--- config.mk ---
export PLATFORM = sky130hd
export DESIGN_NAME = adjacency_matrix_graph_engine
export DESIGN_NICKNAME = d
export VERILOG_FILES = /design/src/rtl/amge_pkg.sv /design/src/rtl/adjacency_matrix_graph_engine.sv /design/src/rtl/amge_ram.sv /design/src/rtl/amge_cfg.sv /design/src/rtl/amge_seq.sv
export SDC_FILE = /design/constraint.sdc
export NUM_CORES = 1
export LEC_CHECK = 0
export BUFFER_PORTS_ARGS = -buffer_cell sky130_fd_sc_hd__buf_2
export CAP_MARGIN = 0
export CELL_PAD_IN_SITES_DETAIL_PLACEMENT = 0
export CELL_PAD_IN_SITES_GLOBAL_PLACEMENT = 1
export CORE_ASPECT_RATIO = 2
export CORE_UTILIZATION = 48
export DETAILED_ROUTE_END_ITERATION = 12
export PLACE_DENSITY_LB_ADDON = 0.1
export RECOVER_POWER = 100
export SYNTH_ARGS = -nofsm -noshare
export SYNTH_HDL_FRONTEND = slang
export SYNTH_HIERARCHICAL = 1
export SYNTH_SLANG_ARGS = --single-unit
--- constraint.sdc ---
create_clock -name clk -period 14.1 [get_ports clk]
set_input_delay 2.82 -clock clk [delete_from_list [all_inputs] [get_ports clk]]
set_output_delay 2.82 -clock clk [all_outputs]
set_load 0.03 [all_outputs]
--- src/rtl/amge_pkg.sv ---
`timescale 1ns / 1ps
package amge_pkg;

	localparam int VERTEX_LIMIT = 16;
	localparam int MAX_LISTED   = 16;

	localparam logic [4:0] RST_VERTEX_COUNT = 5'd16;
	localparam logic       RST_DIRECTED     = 1'b1;

	// register index, taken from paddr[2]
	localparam logic REG_VERTEX_COUNT = 1'b0;
	localparam logic REG_DIRECTED     = 1'b1;

	localparam logic [3:0] FN_ADD        = 4'd0;
	localparam logic [3:0] FN_REMOVE     = 4'd1;
	localparam logic [3:0] FN_TEST       = 4'd2;
	localparam logic [3:0] FN_MARK       = 4'd3;
	localparam logic [3:0] FN_UNMARK     = 4'd4;
	localparam logic [3:0] FN_REMOVE_ALL = 4'd5;
	localparam logic [3:0] FN_DEGREE     = 4'd6;
	localparam logic [3:0] FN_MARK_ALL   = 4'd7;
	localparam logic [3:0] FN_UNMARK_ALL = 4'd8;
	localparam logic [3:0] FN_LIST       = 4'd9;
	localparam logic [3:0] FN_WALK       = 4'd10;

	localparam logic [1:0] ENTRY_NONE   = 2'd0;
	localparam logic [1:0] ENTRY_PLAIN  = 2'd1;
	localparam logic [1:0] ENTRY_MARKED = 2'd2;

	typedef struct packed {
		logic [3:0] func;
		logic [3:0] vertex_a;
		logic [3:0] vertex_b;
		logic       direction;
	} in_t;

	typedef struct packed {
		logic        status;
		logic [4:0]  answer;
		logic        is_vertex;
		logic [15:0] edge_total;
		logic        last;
	} out_t;

	typedef struct packed {
		logic [4:0] vertex_count;
		logic       directed_mode;
	} cfg_t;

endpackage

--- src/rtl/adjacency_matrix_graph_engine.sv ---
`timescale 1ns / 1ps
// Adjacency matrix graph engine.
// Requests enter on in_valid/in_ready with an in_t payload (func, vertex_a,
// vertex_b, direction); results leave on out_valid/out_ready as out_t. Each
// request yields one result, or for list and walk one result per vertex and a
// closing result with last set. in_ready is high only while the sequencer is
// idle, so one request is in work at a time; the next request can be taken in
// the cycle after the closing result is loaded into the output register.
// Row and column requests read and evaluate one matrix entry at a time
// through the single matrix RAM port, with one more write step for each
// mirrored entry an undirected remove all clears; the walk is a depth-first
// search that keeps its path on the stack RAM.
// The user must set vertex_count and directed_mode through the APB port only
// while idle; the block itself does not enforce it. After reset the matrix
// RAM is cleared one entry per cycle, all MaxVertices squared entries (256 by
// default), and no request is taken until it is done. A stalled receiver holds
// the single output register; the sequencer waits on it and loses nothing.
module adjacency_matrix_graph_engine #(
	parameter int MaxVertices = amge_pkg::VERTEX_LIMIT
) (
	input  logic           clk,
	input  logic           arst_n,
	input  logic           psel,
	input  logic           penable,
	input  logic           pwrite,
	input  logic [2:0]     paddr,
	input  logic [31:0]    pwdata,
	output logic [31:0]    prdata,
	output logic           pready,
	input  logic           in_valid,
	output logic           in_ready,
	input  amge_pkg::in_t  in_data,
	output logic           out_valid,
	input  logic           out_ready,
	output amge_pkg::out_t out_data
);

	localparam int VW = $clog2(MaxVertices);
	localparam int AW = $clog2(MaxVertices * MaxVertices);

	amge_pkg::cfg_t cfg;
	logic           mtx_we, mtx_re, stk_we, stk_re;
	logic [AW-1:0]  mtx_waddr, mtx_raddr;
	logic [1:0]     mtx_wdata, mtx_rdata;
	logic [VW-1:0]  stk_waddr, stk_raddr, stk_wdata, stk_rdata;

	amge_cfg u_cfg (
		.clk     (clk),
		.arst_n  (arst_n),
		.psel    (psel),
		.penable (penable),
		.pwrite  (pwrite),
		.paddr   (paddr),
		.pwdata  (pwdata),
		.prdata  (prdata),
		.pready  (pready),
		.cfg     (cfg)
	);

	amge_ram #(.Width(2), .Depth(MaxVertices * MaxVertices)) u_matrix (
		.clk   (clk),
		.we    (mtx_we),
		.waddr (mtx_waddr),
		.wdata (mtx_wdata),
		.re    (mtx_re),
		.raddr (mtx_raddr),
		.rdata (mtx_rdata)
	);

	amge_ram #(.Width(VW), .Depth(MaxVertices)) u_stack (
		.clk   (clk),
		.we    (stk_we),
		.waddr (stk_waddr),
		.wdata (stk_wdata),
		.re    (stk_re),
		.raddr (stk_raddr),
		.rdata (stk_rdata)
	);

	amge_seq #(.MaxVertices(MaxVertices)) u_seq (
		.clk       (clk),
		.arst_n    (arst_n),
		.cfg       (cfg),
		.in_valid  (in_valid),
		.in_ready  (in_ready),
		.in_data   (in_data),
		.out_valid (out_valid),
		.out_ready (out_ready),
		.out_data  (out_data),
		.mtx_we    (mtx_we),
		.mtx_waddr (mtx_waddr),
		.mtx_wdata (mtx_wdata),
		.mtx_re    (mtx_re),
		.mtx_raddr (mtx_raddr),
		.mtx_rdata (mtx_rdata),
		.stk_we    (stk_we),
		.stk_waddr (stk_waddr),
		.stk_wdata (stk_wdata),
		.stk_re    (stk_re),
		.stk_raddr (stk_raddr),
		.stk_rdata (stk_rdata)
	);

endmodule

--- src/rtl/amge_ram.sv ---
`timescale 1ns / 1ps
module amge_ram #(
	parameter int Width = 2,
	parameter int Depth = 256
) (
	input  logic                     clk,
	input  logic                     we,
	input  logic [$clog2(Depth)-1:0] waddr,
	input  logic [Width-1:0]         wdata,
	input  logic                     re,
	input  logic [$clog2(Depth)-1:0] raddr,
	output logic [Width-1:0]         rdata
);

	logic [Width-1:0] mem [Depth];

	always_ff @(posedge clk) begin
		if (we) begin
			mem[waddr] <= wdata;
		end
		if (re) begin
			rdata <= mem[raddr];
		end
	end

endmodule

--- src/rtl/amge_cfg.sv ---
`timescale 1ns / 1ps
module amge_cfg (
	input  logic                clk,
	input  logic                arst_n,
	input  logic                psel,
	input  logic                penable,
	input  logic                pwrite,
	input  logic [2:0]          paddr,
	input  logic [31:0]         pwdata,
	output logic [31:0]         prdata,
	output logic                pready,
	output amge_pkg::cfg_t      cfg
);

	logic [4:0] vertex_count_q;
	logic       directed_q;

	always_ff @(posedge clk or negedge arst_n) begin
		if (!arst_n) begin
			vertex_count_q <= amge_pkg::RST_VERTEX_COUNT;
			directed_q     <= amge_pkg::RST_DIRECTED;
		end else if (psel && penable && pwrite) begin
			unique case (paddr[2])
				amge_pkg::REG_VERTEX_COUNT: vertex_count_q <= pwdata[4:0];
				amge_pkg::REG_DIRECTED:     directed_q     <= pwdata[0];
				default: ;
			endcase
		end
	end

	always_comb begin
		unique case (paddr[2])
			amge_pkg::REG_VERTEX_COUNT: prdata = {27'd0, vertex_count_q};
			amge_pkg::REG_DIRECTED:     prdata = {31'd0, directed_q};
			default:                    prdata = 32'd0;
		endcase
	end

	assign pready = 1'b1;
	assign cfg.vertex_count  = vertex_count_q;
	assign cfg.directed_mode = directed_q;

endmodule

--- src/rtl/amge_seq.sv ---
`timescale 1ns / 1ps
module amge_seq #(
	parameter int MaxVertices = amge_pkg::VERTEX_LIMIT,
	localparam int VW = $clog2(MaxVertices),
	localparam int NW = $clog2(MaxVertices + 1),
	localparam int AW = $clog2(MaxVertices * MaxVertices)
) (
	input  logic                 clk,
	input  logic                 arst_n,
	input  amge_pkg::cfg_t       cfg,
	input  logic                 in_valid,
	output logic                 in_ready,
	input  amge_pkg::in_t        in_data,
	output logic                 out_valid,
	input  logic                 out_ready,
	output amge_pkg::out_t       out_data,
	output logic                 mtx_we,
	output logic [AW-1:0]        mtx_waddr,
	output logic [1:0]           mtx_wdata,
	output logic                 mtx_re,
	output logic [AW-1:0]        mtx_raddr,
	input  logic [1:0]           mtx_rdata,
	output logic                 stk_we,
	output logic [VW-1:0]        stk_waddr,
	output logic [VW-1:0]        stk_wdata,
	output logic                 stk_re,
	output logic [VW-1:0]        stk_raddr,
	input  logic [VW-1:0]        stk_rdata
);

	typedef enum logic [12:0] {
		S_CLEAR      = 13'b0000000000001,
		S_IDLE       = 13'b0000000000010,
		S_DECODE     = 13'b0000000000100,
		S_MIRROR     = 13'b0000000001000,
		S_SINGLE_EV  = 13'b0000000010000,
		S_SCAN_RD    = 13'b0000000100000,
		S_SCAN_EV    = 13'b0000001000000,
		S_SCAN_MIR   = 13'b0000010000000,
		S_WALK_START = 13'b0000100000000,
		S_WALK_RD    = 13'b0001000000000,
		S_WALK_EV    = 13'b0010000000000,
		S_WALK_POP   = 13'b0100000000000,
		S_DONE       = 13'b1000000000000
	} state_t;

	localparam logic [AW-1:0] ClearLast = AW'(MaxVertices * MaxVertices - 1);
	localparam int MAX_LISTED_C = amge_pkg::MAX_LISTED;

	state_t           state_q, state_d;
	logic [3:0]       func_q, func_d;
	logic [VW-1:0]    a_q, a_d, b_q, b_d, cur_q, cur_d;
	logic             dir_q, dir_d, err_q, err_d;
	logic [4:0]       cnt_q, cnt_d, k_q, k_d;
	logic [NW-1:0]    i_q, i_d, depth_q, depth_d;
	logic [MaxVertices-1:0] vis_q, vis_d;
	logic [15:0]      edges_q, edges_d;
	logic [AW-1:0]    clr_q, clr_d;
	amge_pkg::out_t   out_q, out_d;
	logic             out_valid_q, out_valid_d;

	logic [NW-1:0]    n;
	logic             slot_free;
	logic             bad;
	logic [AW-1:0]    scan_addr, mirror_addr;
	logic             hit;

	function automatic logic [AW-1:0] cell_addr(logic [VW-1:0] r, logic [VW-1:0] c);
		return AW'(32'(r) * MaxVertices + 32'(c));
	endfunction

	always_comb begin
		if (32'(cfg.vertex_count) > 32'(MaxVertices)) begin
			n = NW'(MaxVertices);
		end else begin
			n = NW'(cfg.vertex_count);
		end
	end

	assign slot_free = !out_valid_q || out_ready;
	assign in_ready  = (state_q == S_IDLE);
	assign out_valid = out_valid_q;
	assign out_data  = out_q;

	assign bad = (in_data.func <= amge_pkg::FN_WALK) &&
		((32'(in_data.vertex_a) >= 32'(n)) ||
		 ((in_data.func <= amge_pkg::FN_UNMARK) && (32'(in_data.vertex_b) >= 32'(n))) ||
		 ((in_data.func == amge_pkg::FN_WALK) && !cfg.directed_mode));

	assign scan_addr   = dir_q ? cell_addr(VW'(i_q), a_q) : cell_addr(a_q, VW'(i_q));
	assign mirror_addr = dir_q ? cell_addr(a_q, VW'(i_q)) : cell_addr(VW'(i_q), a_q);
	assign hit = (mtx_rdata == amge_pkg::ENTRY_PLAIN) && !vis_q[VW'(i_q)];

	always_comb begin
		state_d     = state_q;
		func_d      = func_q;
		a_d         = a_q;
		b_d         = b_q;
		cur_d       = cur_q;
		dir_d       = dir_q;
		err_d       = err_q;
		cnt_d       = cnt_q;
		k_d         = k_q;
		i_d         = i_q;
		depth_d     = depth_q;
		vis_d       = vis_q;
		edges_d     = edges_q;
		clr_d       = clr_q;
		out_d       = out_q;
		out_valid_d = out_valid_q && !out_ready;
		mtx_we      = 1'b0;
		mtx_waddr   = scan_addr;
		mtx_wdata   = amge_pkg::ENTRY_NONE;
		mtx_re      = 1'b0;
		mtx_raddr   = scan_addr;
		stk_we      = 1'b0;
		stk_waddr   = VW'(depth_q);
		stk_wdata   = VW'(i_q);
		stk_re      = 1'b0;
		stk_raddr   = VW'(depth_q - NW'(2));

		unique case (state_q)
			S_CLEAR: begin
				mtx_we    = 1'b1;
				mtx_waddr = clr_q;
				clr_d     = clr_q + AW'(1);
				if (clr_q == ClearLast) begin
					state_d = S_IDLE;
				end
			end
			S_IDLE: begin
				if (in_valid) begin
					func_d  = in_data.func;
					a_d     = VW'(in_data.vertex_a);
					b_d     = VW'(in_data.vertex_b);
					dir_d   = in_data.direction;
					err_d   = bad;
					cnt_d   = '0;
					k_d     = '0;
					i_d     = '0;
					state_d = S_DECODE;
				end
			end
			S_DECODE: begin
				mtx_waddr = cell_addr(a_q, b_q);
				mtx_raddr = cell_addr(a_q, b_q);
				if (err_q || func_q > amge_pkg::FN_WALK) begin
					state_d = S_DONE;
				end else begin
					unique case (func_q)
						amge_pkg::FN_ADD, amge_pkg::FN_REMOVE: begin
							mtx_we    = 1'b1;
							mtx_wdata = (func_q == amge_pkg::FN_ADD) ?
								amge_pkg::ENTRY_PLAIN : amge_pkg::ENTRY_NONE;
							edges_d   = (func_q == amge_pkg::FN_ADD) ?
								edges_q + 16'd1 : edges_q - 16'd1;
							state_d   = cfg.directed_mode ? S_DONE : S_MIRROR;
						end
						amge_pkg::FN_TEST, amge_pkg::FN_MARK, amge_pkg::FN_UNMARK: begin
							mtx_re  = 1'b1;
							state_d = S_SINGLE_EV;
						end
						amge_pkg::FN_WALK: state_d = S_WALK_START;
						default:           state_d = S_SCAN_RD;
					endcase
				end
			end
			S_MIRROR: begin
				mtx_we    = 1'b1;
				mtx_waddr = cell_addr(b_q, a_q);
				mtx_wdata = (func_q == amge_pkg::FN_ADD) ?
					amge_pkg::ENTRY_PLAIN : amge_pkg::ENTRY_NONE;
				state_d   = S_DONE;
			end
			S_SINGLE_EV: begin
				mtx_waddr = cell_addr(a_q, b_q);
				state_d   = S_DONE;
				if (func_q == amge_pkg::FN_TEST) begin
					cnt_d = (mtx_rdata == amge_pkg::ENTRY_PLAIN) ? 5'd1 : 5'd0;
				end else if (func_q == amge_pkg::FN_MARK) begin
					mtx_we    = (mtx_rdata == amge_pkg::ENTRY_PLAIN);
					mtx_wdata = amge_pkg::ENTRY_MARKED;
				end else begin
					mtx_we    = (mtx_rdata == amge_pkg::ENTRY_MARKED);
					mtx_wdata = amge_pkg::ENTRY_PLAIN;
				end
			end
			S_SCAN_RD: begin
				if (i_q == n || (func_q == amge_pkg::FN_LIST && 32'(k_q) == MAX_LISTED_C)) begin
					state_d = S_DONE;
				end else begin
					mtx_re  = 1'b1;
					state_d = S_SCAN_EV;
				end
			end
			S_SCAN_EV: begin
				i_d     = i_q + NW'(1);
				state_d = S_SCAN_RD;
				unique case (func_q)
					amge_pkg::FN_REMOVE_ALL: begin
						if (mtx_rdata == amge_pkg::ENTRY_PLAIN) begin
							mtx_we  = 1'b1;
							edges_d = edges_q - 16'd1;
							cnt_d   = cnt_q + 5'd1;
							if (!cfg.directed_mode) begin
								i_d     = i_q;
								state_d = S_SCAN_MIR;
							end
						end
					end
					amge_pkg::FN_DEGREE: begin
						if (mtx_rdata == amge_pkg::ENTRY_PLAIN) begin
							cnt_d = cnt_q + 5'd1;
						end
					end
					amge_pkg::FN_MARK_ALL: begin
						if (mtx_rdata == amge_pkg::ENTRY_PLAIN) begin
							mtx_we    = 1'b1;
							mtx_wdata = amge_pkg::ENTRY_MARKED;
							cnt_d     = cnt_q + 5'd1;
						end
					end
					amge_pkg::FN_UNMARK_ALL: begin
						if (mtx_rdata == amge_pkg::ENTRY_MARKED) begin
							mtx_we    = 1'b1;
							mtx_wdata = amge_pkg::ENTRY_PLAIN;
							cnt_d     = cnt_q + 5'd1;
						end
					end
					default: begin
						if (mtx_rdata == amge_pkg::ENTRY_PLAIN) begin
							if (slot_free) begin
								out_valid_d        = 1'b1;
								out_d.status       = 1'b0;
								out_d.answer       = 5'(i_q);
								out_d.is_vertex    = 1'b1;
								out_d.edge_total   = edges_q;
								out_d.last         = 1'b0;
								k_d                = k_q + 5'd1;
								cnt_d              = cnt_q + 5'd1;
							end else begin
								// hold until the output slot frees up
								i_d     = i_q;
								state_d = S_SCAN_EV;
							end
						end
					end
				endcase
			end
			S_SCAN_MIR: begin
				mtx_we    = 1'b1;
				mtx_waddr = mirror_addr;
				i_d       = i_q + NW'(1);
				state_d   = S_SCAN_RD;
			end
			S_WALK_START: begin
				if (slot_free) begin
					out_valid_d      = 1'b1;
					out_d.status     = 1'b0;
					out_d.answer     = 5'(a_q);
					out_d.is_vertex  = 1'b1;
					out_d.edge_total = edges_q;
					out_d.last       = 1'b0;
					k_d              = 5'd1;
					cnt_d            = 5'd1;
					vis_d            = '0;
					vis_d[a_q]       = 1'b1;
					cur_d            = a_q;
					depth_d          = NW'(1);
					i_d              = '0;
					stk_we           = 1'b1;
					stk_waddr        = '0;
					stk_wdata        = a_q;
					state_d          = S_WALK_RD;
				end
			end
			S_WALK_RD: begin
				mtx_raddr = cell_addr(cur_q, VW'(i_q));
				if (i_q == n) begin
					if (depth_q == NW'(1)) begin
						state_d = S_DONE;
					end else begin
						// pop: parent resumes just past the child it pushed
						stk_re  = 1'b1;
						depth_d = depth_q - NW'(1);
						i_d     = NW'(cur_q) + NW'(1);
						state_d = S_WALK_POP;
					end
				end else begin
					mtx_re  = 1'b1;
					state_d = S_WALK_EV;
				end
			end
			S_WALK_EV: begin
				if (hit) begin
					if (32'(k_q) < MAX_LISTED_C && !slot_free) begin
						state_d = S_WALK_EV;
					end else begin
						if (32'(k_q) < MAX_LISTED_C) begin
							out_valid_d      = 1'b1;
							out_d.status     = 1'b0;
							out_d.answer     = 5'(i_q);
							out_d.is_vertex  = 1'b1;
							out_d.edge_total = edges_q;
							out_d.last       = 1'b0;
							k_d              = k_q + 5'd1;
						end
						vis_d[VW'(i_q)] = 1'b1;
						cnt_d           = cnt_q + 5'd1;
						stk_we          = 1'b1;
						depth_d         = depth_q + NW'(1);
						cur_d           = VW'(i_q);
						i_d             = '0;
						state_d         = S_WALK_RD;
					end
				end else begin
					i_d     = i_q + NW'(1);
					state_d = S_WALK_RD;
				end
			end
			S_WALK_POP: begin
				cur_d   = stk_rdata;
				state_d = S_WALK_RD;
			end
			S_DONE: begin
				if (slot_free) begin
					out_valid_d      = 1'b1;
					out_d.status     = err_q;
					out_d.answer     = cnt_q;
					out_d.is_vertex  = 1'b0;
					out_d.edge_total = edges_q;
					out_d.last       = 1'b1;
					state_d          = S_IDLE;
				end
			end
			default: state_d = S_IDLE;
		endcase
	end

	always_ff @(posedge clk or negedge arst_n) begin
		if (!arst_n) begin
			state_q     <= S_CLEAR;
			clr_q       <= '0;
			edges_q     <= '0;
			vis_q       <= '0;
			out_valid_q <= 1'b0;
		end else begin
			state_q     <= state_d;
			clr_q       <= clr_d;
			edges_q     <= edges_d;
			vis_q       <= vis_d;
			out_valid_q <= out_valid_d;
		end
	end

	always_ff @(posedge clk) begin
		func_q  <= func_d;
		a_q     <= a_d;
		b_q     <= b_d;
		cur_q   <= cur_d;
		dir_q   <= dir_d;
		err_q   <= err_d;
		cnt_q   <= cnt_d;
		k_q     <= k_d;
		i_q     <= i_d;
		depth_q <= depth_d;
		out_q   <= out_d;
	end

endmodule

# Word-level counts from Yosys, hierarchy flattened

Memory sizes are Yosys's and may differ from the RTL's. A register that Yosys moved wholly into a read port is not among the register bits.
Cells that the tools add are included.

Word-level logic and storage cells: 289
Input port bits: 55
RAM bits: 576
Memories kept: 2
Bits in registers: 122

Reduce and logical (&&, ||, !) cells: 52
Bitwise gates (word level): 2
$add $sub $neg: 15
Multiplexer cells: 132
$lt $le $gt $ge: 11
Equal/unequal tests: 53

Memories:

| memory       | words | width | rd ports | clocked after memory_dff | write ports | line           | text |
|---|---|---|---|---|---|---|---|
| u_matrix.mem | 256   | 2     | 1        | 1                        | 1           | amge_ram.sv:15 | `logic [Width-1:0] mem [Depth];` |
| u_stack.mem  | 16    | 4     | 1        | 1                        | 1           | amge_ram.sv:15 |  |

Operator list:

| kind                                           | number |
|---|---|
| two-way mux 24 bit                             | 8 |
| one-hot mux 13 bit (12 select lines)           | 1 |
| two-way mux 5 bit                              | 29 |
| two-way mux 13 bit                             | 11 |
| two-way mux 16 bit                             | 8 |
| one-hot mux 24 bit (4 select lines)            | 1 |
| one-hot mux 16 bit (2 select lines)            | 2 |
| one-hot mux 32 bit (2 select lines)            | 1 |
| adder 8 x 4 -> 8 bit                           | 5 |
| one-hot mux 13 bit (3 select lines)            | 1 |
| two-way mux 1 bit                              | 32 |
| one-hot mux 8 bit (4 select lines)             | 1 |
| one-hot mux 5 bit (6 select lines)             | 1 |
| two-way mux 4 bit                              | 7 |
| one-hot mux 13 bit (2 select lines)            | 1 |
| one-hot mux 5 bit (5 select lines)             | 1 |
| two-way mux 8 bit                              | 3 |
| two-way mux 11 bit                             | 2 |
| != test 2 x 1 -> 1 bit (second input constant) | 11 |
| adder 5 x 1 -> 5 bit (second input constant)   | 4 |
| one-hot mux 5 bit (2 select lines)             | 2 |
| one-hot mux 5 bit (4 select lines)             | 1 |
| AND reduction 9 bit                            | 2 |
| adder 16 x 1 -> 16 bit (second input constant) | 1 |
| 75 further kinds                               | 129 |

# Depth between registers and ports, before layout

Gate-level depths: netlist of run 1.

Word-level depth: 9
Mapped depth: 19

# Cells and area by module

The synthesis of run 1 kept the hierarchy.

Modules (own cells, without submodules):

| module              | area each (um^2) | cells an instance | instances | seq. area each (um^2) |
|---|---|---|---|---|
| amge_ram (u_matrix) | 21401.8          | 1242              | 1         | 15434.8 |
| amge_seq            | 7324.5           | 744               | 1         | 3214.3 |
| amge_ram (u_stack)  | 2706.3           | 130               | 1         | 2042.0 |
| amge_cfg            | 521.8            | 50                | 1         | 152.6 |

# Least setup slack after synthesis of run 1

No wires, ideal clock.

Path type: register to register
Start point: reg u_seq.state_q[12]
End point: mem u_matrix.mem[0][1] (data pin)
Arrival time: 11.266 ns
Period minus slack after synthesis: 13.362 ns
Required time: 12.004 ns
Setup slack: 0.738 ns
Stages on the path, launching flop included: 8
Cell sequence: dfrtp_1 -> buf_6 -> or4_4 -> nor2_1 -> nand3_1 -> nor2_1 -> a31oi_1 -> nor3_1

Cells in the longest elaborated chain, start to end: 2
Elaborated cells on any way between the ends: 5
Classes of those cells: eq/ne (4); mux (1)

RTL lines:

| element                                               | line                                | text |
|---|---|---|
| start, declared                                       | amge_seq.sv:50                      | `state_t state_q, state_d;` |
| start signal, assigned                                | amge_seq.sv:348                     | `state_q <= state_d;` |
| equality test 13 x 7 -> 1 bit (tied with other cells) | amge_seq.sv:122                     | `unique case (state_q)` |
| one-hot mux 2 bit (4 select lines) *                  | amge_seq.sv:122                     |  |
| via mtx_wdata[1]                                      | adjacency_matrix_graph_engine.sv:44 | `logic [1:0] mtx_wdata, mtx_rdata;` |
| end, declared                                         | amge_ram.sv:15                      |  |

Mark *: on every way through the listed nets, which the timed path passes. The rest lies on a longest branch.

# Worst setup path after layout of run 1

Start point: reg u_seq.state_q[8]
End point: reg u_matrix.rdata[0], read port of u_matrix.mem (data pin)

Cells in the longest elaborated chain, start to end: 2
Elaborated cells on any way between the ends: 5
Classes of those cells: eq/ne (3); mux (2)

RTL lines:

| element                                                                                | line                                | text |
|---|---|---|
| equality test 13 x 10 -> 1 bit / equality test 13 x 3 -> 1 bit (equally long branches) | amge_seq.sv:122                     |  |
| one-hot mux 8 bit (2 select lines) *                                                   | amge_seq.sv:122                     |  |
| via mtx_raddr[0]                                                                       | adjacency_matrix_graph_engine.sv:43 | `logic [AW-1:0] mtx_waddr, mtx_raddr;` |
| end, declared                                                                          | amge_ram.sv:12                      | `output logic [Width-1:0] rdata` |

Marked as above.
A chain may end at the register's enable or synchronous reset.

==> results.cfg, run 1 <==
[run_status]
status = finished, violations left
violations = capacitance limit, slew limit

[sta]
max_slew_margin_pct = -150
fin_crit_ns = 8.24
finalSetupViolCount = 0
fmax_mhz = 121
clock_skew_ns = 0.0208
hold_slack_ns = 0.483
tightest_slew_ns = 3.75
finalMaxSlewViolations = 212
setup_tns_ns = 0
final.period_utilization_pct = 58.4
setup_slack_ns = 5.86
hold_viol_final = 0
grt_setup_unrepaired = false

[route]
route.detailed.drc = 0
dr_total_vias = 18800
ant_nets = 0
first_pass_iters = 6
via_per_inst = 6.04
routed_wl_um = 83700
drt_iter0_drc = 1518
wire_per_inst_um = 26.9

[cells_and_area]
area_growth_syn_to_layout_pct = 8.02
postLayoutCellArea_um2 = 34500
layout-drive-gt1-share_pct = 11.6
nets = 2262
post-route-util_pct = 52.5
fin_cells = 3111

[logic_synthesis]
mappedNetlistArea_um2 = 32000
synth_seq_area_share_pct = 65.2
synth_common_cells = edfxtp_1 (644), nor2_1 (346), nand2_1 (102), mux4_2 (85), clkbuf_1 (74)
synth_area_leaders = edfxtp_1 (61%), mux4_2 (6.0%), dfrtp_1 (4.5%), nor2_1 (4.1%), mux4_1 (3.0%)
synth_top_area_share_pct = 60.5
yosys.area.top_type = edfxtp_1
synth-main-ff-cell = edfxtp_1
yosysUniqueCellTypes = 97
syn_inst = 2166
post-synth-top-count-cell = edfxtp_1
async_flop_share_pct = 8.52
synth_edf_count = 644
synth-warning-count = 6
ys_seq_elements = 704
syn_area_per_cell_um2 = 14.8

[grt]
overflow = 0
antenna_found_initial = 2
grtUsageTotal_pct = 25.3
grt_pass1_vias = 19600
grt_max_degree = 257
grt_pass1_wl_um = 123000

[pwr]
combPwrFrac_pct = 29.0
net-switching-power_mw = 2.02
clkPwrFrac_pct = 29.3
p_sw_share_pct = 33.9
power.internal_mw = 3.93
p_per_area_nw_per_um2 = 172
vdd_ir_drop_max_mv = 0.172
seqPwrFrac_pct = 41.7
finalPower_mw = 5.95
p_leak_nw = 9.93

[hold_path]
hold_depth = 0
hold_class = reg2reg
min_from = u_seq/edges_q[15]

[die]
die_h_um = 367
rows = 133
fp.dieW_um = 184
start_util_pct = 48.6
dieArea_um2 = 67700
core-area_um2 = 65700
ios = 114

[critical_path]
startpoint = u_seq/state_q[8]
worstReg2RegStart = u_seq/state_q[8]
worstSetupPathDepth = 12
arrival_ns = 8.58
critical_path_class = reg2reg
cp_num_buf_inv = 2
path_cells = nor4_1 -> and4b_1 -> a22oi_1 -> o21ai_4 -> clkbuf_1 -> buf_12 -> mux4_1 -> mux4_2 -> nand3_1 -> o21ai_0 -> o22ai_1 -> a211oi_2
cp_data_required_time_ns = 14.44
cp_top_family = buffers and inverters
worst_setup_path_start_kind = register
cp_slowest_cell = clkbuf_1
cpPeakStageDelay_ns = 2.62
worstRegToRegCells = 12
end_kind = register
crit_fanout = 112

[clock_tree]
clkLatencyLatePin_ns = 0.63
cts-root-buf = clkbuf_16
cts-resized-gates = 0
numCtsBuffers = 60
h-tree-depth = 2
path_clk_slew_ns = 0.07
cts_tree = done
holdBufCountCts = 0
clock-sinks = 704
cts_setup_buffers = 0
clockBufferDepth = 3

[place]
dp.cells = 2997
port_buffers = 56
place.gp.congestion = 0.894
placed_area_um2 = 32700
pre_cts_ws_ns = 7.81
dp_hpwl_um = 55300

[job]
maxCapViolations = 8
==> cell usage in the layout (no fill, tap or decap), types with 28 or more instances in the layout <==
| cell | synthesis | layout |
|---|---|---|
| edfxtp_1 | 644 | 644 |
| mux4_1 | 36 | 36 |
| xnor2_1 | 33 | 33 |
| dfrtp_1 | 57 | 57 |
| nand3_1 | 69 | 69 |
| o21ai_0 | 55 | 56 |
| nor2_1 | 346 | 346 |
| mux4_2 | 85 | 85 |
| mux2i_1 | 73 | 73 |
| clkbuf_16 | 0 | 61 |
| nand2_1 | 102 | 102 |
| a21oi_1 | 41 | 41 |
| inv_1 | 30 | 30 |
| conb_1 | 2 | 28 |
| clkbuf_1 | 74 | 72 |
==> power by group through the flow <==
stage          logic [mW]  clock network (mW)  registers, mW
3_3_place_gp         1.72                   0           2.52
6_report             1.73                1.74           2.48
5_1_grt              1.83                1.84           2.49
3_5_place_dp         1.74                   0           2.53
4_1_cts              1.75                1.78           2.48
2_1_floorplan        1.27                   0           2.49
==> path summary, 6_finish.rpt <==
path                                           end  slack [ns]
min reg2reg                     u_seq/out_data[16]        0.48
max reg2reg                      u_matrix/rdata[0]        5.86
min in group asynchronous           u_seq/vis_q[7]        3.57
max in group asynchronous  u_cfg/vertex_count_q[0]        8.38
max                              u_matrix/rdata[0]        5.86
min                             u_seq/out_data[16]        0.48
==> worst register-to-register path, cell delays in order (launching register included) <==
cell      delay, ns
dfrtp_1        0.50
nor4_1         0.73
and4b_1        0.85
a22oi_1        0.23
o21ai_4        0.10
clkbuf_1       2.62
buf_12         0.60
mux4_1         1.00
mux4_2         0.55
nand3_1        0.11
o21ai_0        0.22
o22ai_1        0.31
a211oi_2       0.12
==> cell families after synthesis <==
logic type / Yosys count / synth area share [%]
other: 2 / 0.0235
AO/OA/AOI/OAI: 285 / 6.36
adder cells (fa/ha/maj): 25 / 0.979
buffers and inverters: 198 / 3.77
flip-flops: 704 / 65.2
XOR/XNOR: 44 / 1.21
multiplexers: 212 / 11.9
AND/OR/NAND/NOR: 696 / 10.6
==> sequential cells by signal, summed over array words and instances, names as in the netlist, 2 cells and up <==
| register | count |
|---|---|
| u_seq/clr_q | 8 |
| u_matrix/rdata | 2 |
| u_seq/cnt_q | 5 |
| u_cfg/vertex_count_q | 5 |
| u_seq/out_data | 24 |
| u_stack/rdata | 4 |
| u_seq/depth_q | 5 |
| u_seq/state_q | 13 |
| u_seq/edges_q | 16 |
| u_seq/cur_q | 4 |
| u_seq/a_q | 4 |
| u_matrix/mem | 512 |
| u_seq/vis_q | 16 |
| u_seq/func_q | 4 |
| u_stack/mem | 64 |
| u_seq/k_q | 5 |
| u_seq/b_q | 4 |
| u_seq/i_q | 5 |
==> per-layer routing <==
metal  routed length (um)  vias up  global-route usage [%]
li1                     -     8368                       -
met1                28400     9656                    26.2
met2                47100      578                    48.6
met3                 3200      199                    2.48
met4                 4960        0                    13.8
met5                    0        -                       0
==> cell type report <==
cell class                      instances  area, um2
Antenna cell                            1       2.50
Clock buffer                           74       1620
Clock inverter                         39        454
Fill cell                            5555      31200
Inverter                               33        124
Multi-Input combinational cell       1290       9910
Sequential cell                       704      20800
Tap cell                              877       1100
Timing Repair Buffer                   93        472
(Power assumes the default switching activity.)
==> inputs of run 2 (changes only) <==
--- a/config.mk
+++ b/config.mk
@@ -5,12 +5,13 @@
 export SDC_FILE = /design/constraint.sdc
 export NUM_CORES = 1
 export LEC_CHECK = 0
+export ABC_AREA = 1
 export BUFFER_PORTS_ARGS = -buffer_cell sky130_fd_sc_hd__buf_2
 export CAP_MARGIN = 0
 export CELL_PAD_IN_SITES_DETAIL_PLACEMENT = 0
 export CELL_PAD_IN_SITES_GLOBAL_PLACEMENT = 1
 export CORE_ASPECT_RATIO = 2
-export CORE_UTILIZATION = 48
+export CORE_UTILIZATION = 49
 export DETAILED_ROUTE_END_ITERATION = 12
 export PLACE_DENSITY_LB_ADDON = 0.1
 export RECOVER_POWER = 100
==> constraint.sdc (replaced) <==
create_clock -name clk -period 8.2 [get_ports clk]
set_input_delay 1.64 -clock clk [delete_from_list [all_inputs] [get_ports clk]]
set_output_delay 1.64 -clock clk [all_outputs]
set_load 0.03 [all_outputs]
==> run 2 against run 1 <==
Largest power group unchanged. Highest routed layer is now met5. Clock power grew 69%. Setup slack worse by 3.7 ns. Non-clock buffer count shrank 8. Total power rose by 85%. The run still ends with capacitance limit, slew limit left. Sequential share of layout area is 2.5 points lower.
==> results.cfg, run 2 <==
[logic_synthesis]
yosysUniqueCellTypes = 56
synth_common_cells = nand2_1 (970), edfxtp_1 (644), nand3_1 (613), nor2_1 (412), inv_1 (239)
synth-warning-count = 6
synth-main-ff-cell = edfxtp_1
yosys.area.top_type = edfxtp_1
synth_seq_area_share_pct = 61.8
mappedNetlistArea_um2 = 33700
syn_inst = 3481
async_flop_share_pct = 8.52
synth_top_area_share_pct = 57.3
synth_edf_count = 644
synth_area_leaders = edfxtp_1 (57%), nand2_1 (11%), nand3_1 (9.1%), nor2_1 (4.6%), dfrtp_1 (4.2%)
syn_area_per_cell_um2 = 9.69
ys_seq_elements = 704
post-synth-top-count-cell = nand2_1

[hold_path]
hold_class = reg2reg

[cells_and_area]
mostFrequentLayoutCell = nand2_1
largest_reg_flops = 512
mostFrequentLayoutCells = nand2_1 (975), edfxtp_1 (644), nand3_1 (615), nor2_1 (421), inv_1 (242)
nets = 3527
area_growth_syn_to_layout_pct = 6.66
nFillCells = 6237
layout-drive-gt1-share_pct = 4.75
num_antenna_cells = 0
regMostFlops = u_matrix/mem

[pwr]
p_sw_share_pct = 39.8
clkPwrFrac_pct = 26.6
p_leak_nw = 14.0
p_per_area_nw_per_um2 = 307
vdd_ir_drop_max_mv = 0.286
combPwrFrac_pct = 34.6
seqPwrFrac_pct = 38.7
net-switching-power_mw = 4.39
finalPower_mw = 11.0
power.internal_mw = 6.64

[critical_path]
cp_num_buf_inv = 2
crit_fanout = 99
arrival_ns = 6.55
path_cells = nor2_1 -> nand2_2 -> nor2_1 -> nand2_1 -> o221ai_4 -> buf_4 -> buf_4 -> nand2_1 -> nand3_1 -> nand3_1 -> nand3_1 -> nand3_1 -> nand2_1 -> nand2_1 -> nand3_1 -> nand3_1 -> nand2_1
end_kind = register
cpPeakStageDelay_ns = 0.95
cp_top_family = simple AND/OR/NAND/NOR gates
cp_slowest_cell = buf_4
cp_data_required_time_ns = 8.67
critical_path_class = reg2reg
worst_setup_path_start_kind = register
path_common_cell = nand3_1

[die]
start_util_pct = 49.7
ios = 114
core-area_um2 = 67900
fp.dieW_um = 188
dieArea_um2 = 70000
die_h_um = 373
rows = 135

[route]
routed_wl_um = 91300
route.detailed.drc = 0
via_per_inst = 5.59
dr_total_vias = 24500
wire_per_inst_um = 20.8
drt_iter0_drc = 1752
first_pass_iters = 5
ant_nets = 0

[clock_tree]
clkLatencyLatePin_ns = 0.67
clockBufferDepth = 3
cts-root-buf = clkbuf_16
clock-sinks = 704
cts_setup_buffers = 0
numCtsBuffers = 61
cts-resized-gates = 0
holdBufCountCts = 0
cts_tree = done
path_clk_slew_ns = 0.07
h-tree-depth = 2

[run_status]
violations = capacitance limit, slew limit
status = finished, violations left

[sta]
hold_viol_final = 0
tightest_slew_ns = 3.88
finalMaxSlewViolations = 182
hold_slack_ns = 0.498
finalSetupViolCount = 0
clock_skew_ns = 0.0257
grt_setup_unrepaired = false
max_slew_margin_pct = -158
setup_slack_ns = 2.12
final.period_utilization_pct = 74.1
fmax_mhz = 165
fin_crit_ns = 6.08
setup_tns_ns = 0

[place]
place.gp.congestion = 0.911
port_buffers = 56
pre_cts_ws_ns = 3.05
dp_hpwl_um = 58900

[job]
maxCapViolations = 4

[grt]
grt_pass1_vias = 24500
grt_pass1_wl_um = 138000
grtUsageTotal_pct = 26.2
overflow = 0
grt_max_degree = 257
antenna_found_initial = 1
## run 2: layout make-up
cell class / instances / area (um2) / share of cell area, %
clock buffer: 66 / 1570 / 4.35
clock inverter: 46 / 452 / 1.26
inverter: 251 / 962 / 2.67
multi-input combinational: 2344 / 10600 / 29.5
sequential: 704 / 20800 / 57.9
tap: 890 / 1110 / 3.09
timing repair buffer: 85 / 429 / 1.19
## run 2: worst paths after layout
| kind | cells past startpoint | endpoint | startpoint | slack, ns |
|---|---|---|---|---|
| min in group asynchronous | 2 | u_seq/vis_q[12] | arst_n | 2.38 |
| min reg2reg | 0 | u_seq/out_data[16] | u_seq/edges_q[15] | 0.50 |
| min | 0 | u_seq/out_data[16] | u_seq/edges_q[15] | 0.50 |
| max | 17 | u_matrix/rdata[0] | u_seq/state_q[10] | 2.12 |
| max in group asynchronous | 2 | u_seq/edges_q[14] | arst_n | 3.57 |
| max reg2reg | 17 | u_matrix/rdata[0] | u_seq/state_q[10] | 2.12 |
## run 2: per-stage QoR
| stage | instance area, um2 | utilization, % | instances |
|---|---|---|---|
| 6_report | 36000 | 53.0 | 4386 |
| 5_1_grt | 36000 | 53.0 | 4386 |
| 4_1_cts | 36300 | 53.4 | 4386 |
| 3_5_place_dp | 34200 | 50.4 | 4274 |
| 3_3_place_gp | 34200 | 50.4 | 4274 |
| 2_1_floorplan | 33800 | - | 3507 |
## run 2: power by group through the flow
stage | registers (mW) | logic [mW] | clock network, mW
after floorplan | 4.28 | 2.81 | 0
after global placement | 4.34 | 3.84 | 0
after detailed placement | 4.35 | 3.89 | 0
after CTS | 4.27 | 3.91 | 3.00
after global routing | 4.29 | 4.18 | 3.11
final | 4.28 | 3.82 | 2.94
## run 2: per-layer routing
| layer | track usage [%] | vias to the layer above | wire (um) |
|---|---|---|---|
| met5 | 0 | - | 13 |
| met4 | 15.9 | 2 | 5770 |
| met3 | 3.05 | 273 | 3690 |
| met2 | 50.7 | 723 | 50900 |
| met1 | 26.1 | 11900 | 31000 |
| li1 | - | 11600 | - |
## run 2: logic make-up after synthesis
group / share of synthesized area, %
AO/OA/AOI/OAI: 3.07
XOR/XNOR: 0.883
adder cells (fa/ha/maj): 0.927
buffers and inverters: 6.79
flip-flops: 61.8
multiplexers: 0.0334
other: 0.0223
AND/OR/NAND/NOR: 26.5
